<file path="config.mk">
export PLATFORM = sky130hd
export DESIGN_NAME = gamepad_spi_responder
export DESIGN_NICKNAME = d
export VERILOG_FILES = /design/src/design/gsr_pkg.sv /design/src/design/gsr_report_mem.sv /design/src/design/gsr_engine.sv /design/src/design/gamepad_spi_responder.sv
export SDC_FILE = /design/constraint.sdc
export NUM_CORES = 1
export LEC_CHECK = 0
export BUFFER_PORTS_ARGS = -buffer_cell sky130_fd_sc_hd__buf_2
export CAP_MARGIN = 15
export CORE_ASPECT_RATIO = 1.4
export CORE_MARGIN = 2
export CORE_UTILIZATION = 50
export CTS_CLUSTER_SIZE = 16
export DETAILED_ROUTE_END_ITERATION = 8
export GPL_TIMING_DRIVEN = 0
export MAX_ROUTING_LAYER = met4
export PLACE_DENSITY = 0.79
export RECOVER_POWER = 100
export REMOVE_ABC_BUFFERS = 1
export SYNTH_ARGS = -nofsm -noshare
export SYNTH_HDL_FRONTEND = slang
export SYNTH_SLANG_ARGS = --single-unit
</file>
<file path="constraint.sdc">
create_clock -name clk_i -period 5.29 [get_ports clk_i]
set_input_delay 0.2645 -clock clk_i [delete_from_list [all_inputs] [get_ports clk_i]]
set_output_delay 0.2645 -clock clk_i [all_outputs]
set_load 0.005 [all_outputs]
</file>
<file path="src/design/gsr_pkg.sv">
`timescale 1ns / 1ps
`default_nettype none
package gsr_pkg;

  localparam int unsigned ReportBytesDef = 18;
  localparam int unsigned MapEntriesDef  = 6;

  // Event codes.
  localparam logic [2:0] FUNC_FRAME_START = 3'd0;
  localparam logic [2:0] FUNC_FRAME_END   = 3'd1;
  localparam logic [2:0] FUNC_COMMAND     = 3'd2;
  localparam logic [2:0] FUNC_REPORT      = 3'd3;
  localparam logic [2:0] FUNC_TICK        = 3'd4;

  // Mode identifiers.
  localparam logic [7:0] MODE_DIGITAL  = 8'h41;
  localparam logic [7:0] MODE_ANALOG   = 8'h73;
  localparam logic [7:0] MODE_PRESSURE = 8'h79;
  localparam logic [7:0] MODE_ESCAPE   = 8'hF3;

  // Command codes.
  localparam logic [7:0] CMD_PRESSURE_CFG = 8'h40;
  localparam logic [7:0] CMD_POLL_QUERY   = 8'h41;
  localparam logic [7:0] CMD_POLL         = 8'h42;
  localparam logic [7:0] CMD_ESCAPE       = 8'h43;
  localparam logic [7:0] CMD_SET_MODE     = 8'h44;
  localparam logic [7:0] CMD_DEVICE_INFO  = 8'h45;
  localparam logic [7:0] CMD_CONST_A      = 8'h46;
  localparam logic [7:0] CMD_CONST_B      = 8'h47;
  localparam logic [7:0] CMD_CONST_C      = 8'h4C;
  localparam logic [7:0] CMD_ACT_MAP      = 8'h4D;
  localparam logic [7:0] CMD_POLL_CFG     = 8'h4F;

  localparam logic [7:0] ADDR_BYTE   = 8'h01;
  localparam logic [7:0] START_BYTE  = 8'hFF;
  localparam logic [7:0] HEADER_BYTE = 8'h5A;

  // Configuration register indexes.
  localparam logic [7:0] CFG_TIMEOUT  = 8'd0;
  localparam logic [7:0] CFG_STRENGTH = 8'd1;
  localparam logic [7:0] CFG_PMASK    = 8'd2;

  typedef enum logic [1:0] {
    PH_IDLE   = 2'd0,
    PH_HEADER = 2'd1,
    PH_RESP   = 2'd2
  } phase_e;

  typedef enum logic [2:0] {
    TAB_PRESSURE_CFG,
    TAB_IDENTITY,
    TAB_C1A,
    TAB_C1B,
    TAB_C2,
    TAB_C3A,
    TAB_C3B,
    TAB_POLLCFG
  } tab_e;

  typedef struct packed {
    logic [2:0] func;
    logic [7:0] byte_value;
    logic [4:0] slot_index;
  } in_item_t;

  typedef struct packed {
    logic       tx_valid;
    logic [7:0] tx_byte;
    logic       ack_request;
    logic [7:0] small_motor_drive;
    logic [7:0] large_motor_drive;
    logic [7:0] mode_id;
  } out_item_t;

  // Fixed six-entry response tables; reads past the end give zero.
  function automatic logic [7:0] tab_byte(tab_e sel, logic [4:0] idx);
    logic [47:0] row;
    logic [7:0]  val;
    unique case (sel)
      TAB_PRESSURE_CFG: row = 48'h00_00_02_00_00_5A;
      TAB_IDENTITY:     row = 48'h03_02_00_02_01_00;
      TAB_C1A:          row = 48'h00_00_01_02_00_0A;
      TAB_C1B:          row = 48'h00_00_01_01_01_14;
      TAB_C2:           row = 48'h00_00_02_00_01_00;
      TAB_C3A:          row = 48'h00_00_00_04_00_00;
      TAB_C3B:          row = 48'h00_00_00_07_00_10;
      default:          row = 48'h00_00_00_00_00_5A;
    endcase
    val = 8'h00;
    for (int i = 0; i < 6; i++) begin
      if (idx == 5'(i)) begin
        val = row[8*(5-i) +: 8];
      end
    end
    return val;
  endfunction

endpackage
`default_nettype wire

</file>
<file path="src/design/gsr_report_mem.sv">
`timescale 1ns / 1ps
`default_nettype none
module gsr_report_mem #(
  parameter int unsigned Depth = gsr_pkg::ReportBytesDef
) (
  input  wire logic       clk_i,
  input  wire logic       rst_ni,
  input  wire logic       we_i,
  input  wire logic [4:0] waddr_i,
  input  wire logic [7:0] wdata_i,
  input  wire logic       re_i,
  input  wire logic [4:0] raddr_i,
  output logic      [7:0] rdata_o
);
  localparam int unsigned Aw = (Depth > 1) ? $clog2(Depth) : 1;

  logic [7:0]       mem_q [Depth];
  logic [Depth-1:0] vld_q;
  logic [7:0]       rdata_q;
  logic             rok_q;
  logic             w_in, r_in;

  assign w_in = {1'b0, waddr_i} < 6'(Depth);
  assign r_in = {1'b0, raddr_i} < 6'(Depth);

  // Storage array with a registered read.
  always_ff @(posedge clk_i) begin
    if (we_i && w_in) begin
      mem_q[waddr_i[Aw-1:0]] <= wdata_i;
    end
    if (re_i) begin
      rdata_q <= mem_q[raddr_i[Aw-1:0]];
    end
  end

  // Entries never written read as zero.
  always_ff @(posedge clk_i or negedge rst_ni) begin
    if (!rst_ni) begin
      vld_q <= '0;
      rok_q <= 1'b0;
    end else begin
      if (we_i && w_in) begin
        vld_q[waddr_i[Aw-1:0]] <= 1'b1;
      end
      if (re_i) begin
        rok_q <= r_in && vld_q[raddr_i[Aw-1:0]];
      end
    end
  end

  assign rdata_o = rok_q ? rdata_q : 8'h00;
endmodule
`default_nettype wire

</file>
<file path="src/design/gsr_engine.sv">
`timescale 1ns / 1ps
`default_nettype none
module gsr_engine (
  input  wire logic               clk_i,
  input  wire logic               rst_ni,
  input  wire logic               en_i,
  input  wire gsr_pkg::in_item_t  item_i,
  input  wire logic [7:0]         rpt_i,
  input  wire logic               cfg_we_i,
  input  wire logic [7:0]         cfg_index_i,
  input  wire logic [31:0]        cfg_wdata_i,
  output gsr_pkg::out_item_t      res_o,
  output logic [4:0]              bc_next_o
);
  gsr_pkg::phase_e phase_q, phase_d;
  logic [4:0]  bc_q, bc_d;
  logic [7:0]  cmd_q, cmd_d, mode_q, mode_d, cs_q, cs_d, cs_use;
  logic        esca_q, esca_d, escp_q, escp_d, acka_q, acka_d;
  logic [7:0]  amap_q [6];
  logic [7:0]  amap_d [6];
  logic [7:0]  pset_q [6];
  logic [7:0]  pset_d [6];
  logic [15:0] idle_q, idle_d, tmo_q;
  logic [7:0]  sm_q, sm_d, lm_q, lm_d, str_q;
  logic [31:0] pmask_q, mask;
  logic [7:0]  rx, tx, len;
  logic        txv, ack, in_map;
  logic [2:0]  mi;

  assign rx = item_i.byte_value;

  // Next state and result for one item.
  always_comb begin
    phase_d = phase_q; bc_d = bc_q; cmd_d = cmd_q; mode_d = mode_q; cs_d = cs_q;
    esca_d = esca_q; escp_d = escp_q; acka_d = acka_q; idle_d = idle_q;
    sm_d = sm_q; lm_d = lm_q;
    amap_d = amap_q; pset_d = pset_q;
    txv = 1'b0; tx = 8'h00; ack = 1'b0; len = 8'd2; mask = '0; cs_use = cs_q;
    in_map = (bc_q != 5'd0) && (bc_q <= 5'd6);
    mi = 3'(bc_q - 5'd1);
    if (en_i) begin
      unique case (item_i.func)
        gsr_pkg::FUNC_FRAME_START: begin
          txv = 1'b1; tx = gsr_pkg::START_BYTE;
          phase_d = gsr_pkg::PH_IDLE; esca_d = escp_q;
        end
        gsr_pkg::FUNC_FRAME_END: begin
          phase_d = gsr_pkg::PH_IDLE; idle_d = '0;
        end
        gsr_pkg::FUNC_COMMAND: begin
          if (phase_q == gsr_pkg::PH_HEADER) begin
            cmd_d = rx; txv = 1'b1; tx = gsr_pkg::HEADER_BYTE; phase_d = gsr_pkg::PH_RESP;
          end else if (phase_q == gsr_pkg::PH_RESP) begin
            if (esca_q || mode_q == gsr_pkg::MODE_ANALOG) len = 8'd6;
            else if (mode_q == gsr_pkg::MODE_PRESSURE) len = 8'd18;
            txv = 1'b1;
            unique case (cmd_q)
              gsr_pkg::CMD_ESCAPE: begin
                tx = esca_q ? 8'h00 : rpt_i;
                if (bc_q == 5'd1) begin
                  if (rx == 8'h00) escp_d = 1'b0;
                  else if (rx == 8'h01) escp_d = 1'b1;
                end
              end
              gsr_pkg::CMD_POLL: begin
                escp_d = 1'b0; tx = rpt_i;
                if (in_map) begin
                  if (amap_q[mi] == 8'h00) sm_d = (rx == 8'hFF) ? str_q : 8'h00;
                  if (amap_q[mi] == 8'h01) lm_d = rx;
                end
              end
              gsr_pkg::CMD_PRESSURE_CFG: tx = gsr_pkg::tab_byte(gsr_pkg::TAB_PRESSURE_CFG, bc_q);
              gsr_pkg::CMD_POLL_QUERY: begin
                if (bc_q == 5'd5) tx = 8'h5A;
                else if (mode_q == gsr_pkg::MODE_DIGITAL) tx = 8'h00;
                else if (bc_q < 5'd6) tx = pset_q[bc_q[2:0]];
              end
              gsr_pkg::CMD_SET_MODE: begin
                if (bc_q == 5'd1) begin
                  if (rx == 8'h01) mode_d = gsr_pkg::MODE_ANALOG;
                  else if (rx == 8'h00) mode_d = gsr_pkg::MODE_DIGITAL;
                end
              end
              gsr_pkg::CMD_DEVICE_INFO: begin
                if (bc_q == 5'd2) tx = (mode_q == gsr_pkg::MODE_DIGITAL) ? 8'h00 : 8'h01;
                else tx = gsr_pkg::tab_byte(gsr_pkg::TAB_IDENTITY, bc_q);
              end
              gsr_pkg::CMD_CONST_A, gsr_pkg::CMD_CONST_C: begin
                if (bc_q == 5'd1) cs_use = rx;
                cs_d = cs_use;
                if (cs_use == 8'd0)
                  tx = gsr_pkg::tab_byte((cmd_q == gsr_pkg::CMD_CONST_A) ?
                                         gsr_pkg::TAB_C1A : gsr_pkg::TAB_C3A, bc_q);
                else if (cs_use == 8'd1)
                  tx = gsr_pkg::tab_byte((cmd_q == gsr_pkg::CMD_CONST_A) ?
                                         gsr_pkg::TAB_C1B : gsr_pkg::TAB_C3B, bc_q);
              end
              gsr_pkg::CMD_CONST_B: tx = gsr_pkg::tab_byte(gsr_pkg::TAB_C2, bc_q);
              gsr_pkg::CMD_ACT_MAP: begin
                if (bc_q < 5'd6) tx = amap_q[bc_q[2:0]];
                if (in_map) amap_d[mi] = rx;
              end
              gsr_pkg::CMD_POLL_CFG: begin
                tx = gsr_pkg::tab_byte(gsr_pkg::TAB_POLLCFG, bc_q);
                if (in_map) pset_d[mi] = rx;
                if (bc_q == 5'd5) begin
                  mask = {pset_d[0], pset_d[1], 8'h00, pset_d[2][1:0], 6'b0};
                  if ((mask & pmask_q) != '0) mode_d = gsr_pkg::MODE_PRESSURE;
                end
              end
              default: tx = 8'h00;
            endcase
            if ({3'b0, bc_q} >= len) acka_d = 1'b0;
            if (bc_q != 5'd31) bc_d = bc_q + 5'd1;
          end else begin
            if (rx == gsr_pkg::ADDR_BYTE) begin
              acka_d = 1'b1; phase_d = gsr_pkg::PH_HEADER; bc_d = '0; cmd_d = '0;
              txv = 1'b1; tx = esca_q ? gsr_pkg::MODE_ESCAPE : mode_q;
            end else begin
              acka_d = 1'b0;
            end
          end
          ack = acka_d;
        end
        gsr_pkg::FUNC_TICK: begin
          if (idle_q != 16'hFFFF) idle_d = idle_q + 16'd1;
          if (idle_d > tmo_q && phase_q == gsr_pkg::PH_IDLE) mode_d = gsr_pkg::MODE_DIGITAL;
        end
        default: ;
      endcase
    end
  end

  assign bc_next_o = bc_d;
  assign res_o = '{tx_valid: txv, tx_byte: tx, ack_request: ack,
                   small_motor_drive: sm_d, large_motor_drive: lm_d, mode_id: mode_d};

  // State and configuration registers.
  always_ff @(posedge clk_i or negedge rst_ni) begin
    if (!rst_ni) begin
      phase_q <= gsr_pkg::PH_IDLE; bc_q <= '0; cmd_q <= '0;
      mode_q <= gsr_pkg::MODE_DIGITAL; cs_q <= '0;
      esca_q <= 1'b0; escp_q <= 1'b0; acka_q <= 1'b0; idle_q <= '0;
      sm_q <= '0; lm_q <= '0;
      for (int i = 0; i < 6; i++) amap_q[i] <= 8'hFF;
      pset_q[0] <= 8'hFF; pset_q[1] <= 8'hFF; pset_q[2] <= 8'h03;
      pset_q[3] <= 8'h00; pset_q[4] <= 8'h00; pset_q[5] <= 8'h5A;
      tmo_q <= 16'd10000; str_q <= 8'hFF; pmask_q <= 32'hFFFF0000;
    end else begin
      phase_q <= phase_d; bc_q <= bc_d; cmd_q <= cmd_d; mode_q <= mode_d; cs_q <= cs_d;
      esca_q <= esca_d; escp_q <= escp_d; acka_q <= acka_d; idle_q <= idle_d;
      sm_q <= sm_d; lm_q <= lm_d; amap_q <= amap_d; pset_q <= pset_d;
      if (cfg_we_i) begin
        if (cfg_index_i == gsr_pkg::CFG_TIMEOUT) tmo_q <= cfg_wdata_i[15:0];
        if (cfg_index_i == gsr_pkg::CFG_STRENGTH) str_q <= cfg_wdata_i[7:0];
        if (cfg_index_i == gsr_pkg::CFG_PMASK) pmask_q <= cfg_wdata_i;
      end
    end
  end
endmodule
`default_nettype wire

</file>
<file path="src/design/gamepad_spi_responder.sv">
`timescale 1ns / 1ps
// Pipeline: an item's result passes through the stage register (the report read is
// registered alongside it) and then the output register; a held output stalls both.
// Throughput: one item per cycle; one report read, one report write and one state update
// per cycle set this figure, and a held output item stalls the input.
// Reset: asynchronous, active low; control state returns to its idle values at once and
// report bytes read as zero until written; item registers and storage are not reset.
`default_nettype none
module gamepad_spi_responder #(
  parameter int unsigned ReportBytes = gsr_pkg::ReportBytesDef
) (
  input  wire logic               clk_i,
  input  wire logic               rst_ni,
  input  wire logic               in_valid_i,
  output logic                    in_stall_o,
  input  wire gsr_pkg::in_item_t  in_item_i,
  output logic                    out_valid_o,
  input  wire logic               out_stall_i,
  output gsr_pkg::out_item_t      out_item_o,
  input  wire logic               cfg_we_i,
  input  wire logic [7:0]         cfg_index_i,
  input  wire logic [31:0]        cfg_wdata_i
);
  logic               adv, acc, s1_valid_q, out_valid_q;
  gsr_pkg::in_item_t  s1_item_q;
  gsr_pkg::out_item_t res, out_item_q;
  logic [7:0]         rpt;
  logic [4:0]         bc_next;

  // Whole pipeline moves unless the output item is held.
  assign adv        = !(out_valid_q && out_stall_i);
  assign in_stall_o = !adv;
  assign acc        = in_valid_i && adv;

  gsr_report_mem #(.Depth(ReportBytes)) u_mem (
    .clk_i   (clk_i),
    .rst_ni  (rst_ni),
    .we_i    (acc && in_item_i.func == gsr_pkg::FUNC_REPORT),
    .waddr_i (in_item_i.slot_index),
    .wdata_i (in_item_i.byte_value),
    .re_i    (acc),
    .raddr_i (bc_next),
    .rdata_o (rpt)
  );

  gsr_engine u_eng (
    .clk_i       (clk_i),
    .rst_ni      (rst_ni),
    .en_i        (adv && s1_valid_q),
    .item_i      (s1_item_q),
    .rpt_i       (rpt),
    .cfg_we_i    (cfg_we_i),
    .cfg_index_i (cfg_index_i),
    .cfg_wdata_i (cfg_wdata_i),
    .res_o       (res),
    .bc_next_o   (bc_next)
  );

  // Stage and output registers.
  always_ff @(posedge clk_i or negedge rst_ni) begin
    if (!rst_ni) begin
      s1_valid_q  <= 1'b0;
      out_valid_q <= 1'b0;
    end else if (adv) begin
      s1_valid_q  <= in_valid_i;
      out_valid_q <= s1_valid_q;
    end
  end

  always_ff @(posedge clk_i) begin
    if (adv) begin
      s1_item_q  <= in_item_i;
      out_item_q <= res;
    end
  end

  assign out_valid_o = out_valid_q;
  assign out_item_o  = out_item_q;
endmodule
`default_nettype wire
</file>
== Word level (Yosys, flattened, before mapping) ==
Memories as Yosys holds them, arrays and structs flattened. A register that Yosys moved wholly into a read port is not among the register bits.
Index checks and enable logic that the tools add are counted.

* Logic and storage cells: 288
* Flip-flop bits (word level): 284
* Memories: 1
* Bits in writable memories: 144
* Bits of input ports: 61
* Output and inout port bits: 36

* Add/subtract/negate cells: 3
* Multiplexer cells: 135
* Reductions and logical operators: 42
* Magnitude comparators: 12
* Eq/ne operators: 51
* Bitwise operators: 5

{| class="wikitable"
|+ Memories
! memory !! words !! width !! read ports !! clocked after memory_dff !! write ports !! line !! RTL
|-
| u_mem.mem_q || 18 || 8 || 1 || 1 || 1 || gsr_report_mem.sv:17 || <nowiki>logic [7:0] mem_q [Depth];</nowiki>
|}

{| class="wikitable"
|+ Operator list
! kind !! count
|-
| case mux 42 bit (7 select lines) || 2
|-
| 2-to-1 mux 8 bit || 68
|-
| 2-to-1 mux 48 bit || 6
|-
| == test 8 x 7 -> 1 bit (second input constant) || 14
|-
| bitwise mux 48 bit || 2
|-
| binary-select mux 8 bit (select 3 bit) || 3
|-
| case mux 8 bit (9 select lines) || 1
|-
| 2-to-1 mux 16 bit || 3
|-
| case mux 8 bit (2 select lines) || 3
|-
| 2-to-1 mux 5 bit || 7
|-
| AND 32 bit || 1
|-
| == test 8 x 1 -> 1 bit (second input constant) || 4
|-
| zero test 8 bit || 4
|-
| case mux 16 bit (2 select lines) || 1
|-
| nonzero test 32 bit || 1
|-
| 2-to-1 mux 2 bit || 15
|-
| demux 8 bit (select 3 bit) || 1
|-
| == test 3 bit (second input constant) || 7
|-
| == test 3 x 2 -> 1 bit (second input constant) || 6
|-
| bitwise OR 18 bit || 1
|-
| adder 16 x 1 -> 16 bit (second input constant) || 1
|-
| greater-than comparator 16 bit || 1
|-
| inequality test 16 bit (second input constant) || 1
|-
| 2-to-1 mux 1 bit || 14
|-
| other kinds (45) || 81
|}

== Longest topological paths before layout ==
* Depth in word-level cells: 22
* Mapped depth: 17
* Depth with buffers taken out: 15

== By module ==
A second synthesis with hierarchy kept.

* Cell total of the unflattened synthesis: 1,442
* Area, all modules: 19,683.9 sq um

{| class="wikitable"
|+ Modules (own cells, without submodules)
! module !! area an instance (sq um) !! sequential area each (sq um) !! cells an instance !! instances
|-
| gsr_engine || 11,343.4 || 5,231.3 || 1,039 || 1
|-
| gsr_report_mem || 6,739.0 || 5,039.8 || 344 || 1
|-
| gamepad_spi_responder || 1,601.5 || 1,551.5 || 59 || 1
|}

== Worst setup path after synthesis ==
OpenSTA, ideal clock, no wires.

* Path kind: register -> register
* Start: reg u_eng.idle_q[0]
* End: reg out_item_q (netlist bit out_item_o[0]), data pin
* Setup slack: 1,385 ps
* Cell stages (with the launch flop): 18
* Required time: 5,018 ps
* Data arrival time: 3,634 ps
* Setup time: 272 ps
* Path buffers: 2
* Period minus slack after synthesis: 3,905 ps
* Path through: dfrtp_1 -> ha_1 -> and2_1 -> nand4_1 -> or3_1 -> buf_2 -> and2_0 -> buf_2 -> and4_1 -> xor2_1 -> ha_1 -> a21o_1 -> a21o_1 -> a21oi_1 -> o21ai_0 -> o21ai_0 -> nand2_1 -> or3b_1

{| class="wikitable"
|+ RTL lines
! element !! line !! RTL
|-
| from (decl) || gsr_engine.sv:23 || <nowiki>logic [15:0] idle_q, idle_d, tmo_q;</nowiki>
|-
| from (signal assigned) || gsr_engine.sv:151 || <nowiki>esca_q <= esca_d; escp_q <= escp_d; acka_q <= acka_d; idle_q <= idle_d;</nowiki>
|-
| to (signal assigned) || gamepad_spi_responder.sv:73 || <nowiki>out_item_q <= res;</nowiki>
|-
| to (decl) || gamepad_spi_responder.sv:26 || <nowiki>gsr_pkg::out_item_t res, out_item_q;</nowiki>
|}

==> out/qor.yml <==
syn_inst: 1581
wire_per_inst_um: 21.41
grt_max_degree: 125
worstPathArrival_ns: 5.22
hold_ws_ns: -0.0005834
viasPerCell: 5.954
clk_latency_ns: 0.58
ant_nets: 0
crit_required_ns: 5.54
cts_tree: "built"
num_rows: 85
vdd.ir_drop.worst_v: 0.0005213
areaGrowthSynthToFinish_pct: 13.17
synth-main-ff-cell: "edfxtp_1"
cts_buffer_depth: 3
slowest_stage: "dfrtp_2"
dr.pass1.iters: 6
rsz0062_at_grt: "false"
ys_seq_elements: 422
failed_checks: "hold timing, capacitance limit, slew limit"
dieArea_sq_um: 40660
totalWireLength_mm: 48.05
dpl_cell_area_sq_um: 20450
start_util: 0.5071
slew_headroom: -0.7149
path_class: "register to register"
h-tree-depth: 2
core_area_sq_um: 38500
synthDominantCellAreaShare: 0.3030
drt-initial-drc-count: 1222
p_per_area_nw_per_um2: 368.4
fin_nets: 1774
grt_pass1_vias: 13500
total_power_mw: 8.139
worstSetupStartpointType: "register"
power_leakage_nw: 9.010
outcome: "finished with violations"
clk_pin_slew_worst_paths_ns: 0.06
ys_warn_count: 0
drive_gt1_frac: 0.2590
vias: 13360
cts_made_buffers: 41
synthArstFlopShare: 0.5332
synth_area_leaders: "edfxtp_1, dfrtp_1, dfstp_2"
grt-ovfl-total: 0
tightest_slew_ns: 2.572
dp_hpwl_mm: 31.85
final-setup-viol-count: 0
drv_slew: 228
yosysUniqueCellTypes: 84
fin_crit_sh: 0.9384
port_buffers: 96
die_h_um: 237.8
stdcell_area_sq_um: 22090
remaining_drc_errors: 0
ys_seq_area_frac: 0.5979
cap_violations: 3
diodes: 0
synth-edff-count: 197
postCtsSetupRepairBufs: 0
hold_viol_final: 1
cp-end-kind: "register"
io_pins: 97
utilization: 0.5738
synth_largest_area_cell: "edfxtp_1"
syn_area_per_cell_sq_um: 12.35
setup_slack_ns: 0.3256
finClkSkew_ns: 0.03310
synthesis.area_sq_um: 19520
layout_common_cells: "nand2_1, edfxtp_1, mux2_2"
fin_crit_ns: 4.964
die_w_um: 171.0
fmax_ghz: 0.2014
cp_max_fo: 27
layout_commonest_cell: "nand2_1"
cts.sinks: 422
hold_path_class: "input pin to register"
cpPeakStageDelay_ns: 0.87
grt_util_all_layers: 0.2473
pre_cts_ws_ns: 0.5710
grt_pass1_wl_mm: 75.10
place_congestion: 0.9364
crit_path_cell_trace: "inv_1 -> ha_1 -> xor2_2 -> nor2_1 -> a2111oi_0 -> and3_1 -> and2_0 -> mux2i_1"
antenna_found_initial: 0
cts_root_buffer: "clkbuf_16"
==> path summary, 6_finish.rpt <==
path                           startpoint  slack, ns        endpoint  cells past startpoint
min in group asynchronous          rst_ni       1.07   u_eng.lm_q[3]                      2
max in group asynchronous          rst_ni       1.28    u_eng.escp_q                      3
setup / recovery            u_eng.bc_q[0]       0.33  out_item_o[18]                      8
setup reg to reg            u_eng.bc_q[0]       0.33  out_item_o[18]                      8
hold / removal             cfg_wdata_i[7]    -0.0006  u_eng.tmo_q[7]                      3
hold reg to reg            u_mem.vld_q[7]       0.47  u_mem.vld_q[7]                      1
==> layout make-up <==
class / instances / area (sq um)
flip-flops and latches: 422 / 11670
repair buffers: 142 / 922.1
well taps: 522 / 653.1
fillers: 3091 / 16410
clock inverters: 18 / 271.5
inverters: 39 / 146.4
multi-input cells: 1043 / 7231
clock buffers: 58 / 1194
==> what timing repair did <==
action	in CTS	in global routing
hold endpoints to repair	91	0
resized for setup	0	0
hold buffers	35	0
==> layer usage <==
layer	up-vias	global-route usage	share of wire
li1	6019	-	-
met5	-	-	0
met3	131	0.03380	0.054
met4	0	0.1181	0.047
met2	489	0.4236	0.53
met1	6721	0.2858	0.37
==> critical path: cells and delay by family (launching register included) <==
kind | cells | cell delay (ns)
AO/OA/AOI/OAI | 1 | 0.80
XOR/XNOR | 1 | 0.45
adder cells (fa/ha/maj) | 1 | 0.41
buffers and inverters | 1 | 0.46
flip-flops | 1 | 0.87
multiplexers | 1 | 0.26
AND/OR/NAND/NOR | 3 | 1.37
==> cell usage after synthesis (7+ instances only) <==
cell type  number
nor2_1         59
or2_2          19
buf_2          26
mux2_2        151
xnor2_1         7
xor2_1          8
ha_1           24
a22oi_1        30
a21o_1         10
edfxtp_1      197
nor2_2          8
mux2i_1        38
mux4_2         17
dfrtp_1       124
clkbuf_1       38
a22o_1         14
nand2b_1        9
a32oi_1         9
a211oi_1        7
dfstp_2       101
a21oi_1        63
nand4_1        15
nand3_1        70
nor3_1         34
nor2b_1         8
nand2_1       235
a31oi_1        15
inv_1          35
and3_1         11
nor4_1          8
o21ai_0        69
==> per-stage QoR <==
stage	cells	setup TNS [ns]
2_1_floorplan	1504	-2.806
3_3_place_gp	2122	-66.81
3_5_place_dp	2132	0
4_1_cts	2243	0
5_1_grt	2244	0
6_report	2244	0
==> registers in the layout, summed over array words and instances (netlist names), 11 cells and up <==
| register | flops |
|---|---|
| u_mem.mem_q | 144 |
| out_item_o | 34 |
| s1_item_q | 11 |
| u_eng.amap_q | 48 |
| u_eng.idle_q | 16 |
| u_eng.pmask_q | 18 |
| u_eng.pset_q | 48 |
| u_eng.tmo_q | 16 |
| u_mem.vld_q | 18 |
==> logic make-up after synthesis <==
family                   after synthesis  synth area share
buffers and inverters                116           0.02705
AND/OR/NAND/NOR                      541            0.1402
AO/OA/AOI/OAI                        250           0.08121
adder cells (fa/ha/maj)               24           0.01538
multiplexers                         211            0.1298
flip-flops                           422            0.5979
XOR/XNOR                              17          0.008397
==> power breakdown <==
part / switching [mW] / internal [mW]
registers: 0.222 / 3.58
clock network: 1.27 / 1.84
logic: 0.760 / 0.459
total: 2.25 / 5.89
Power figures use the tool's default switching activity.
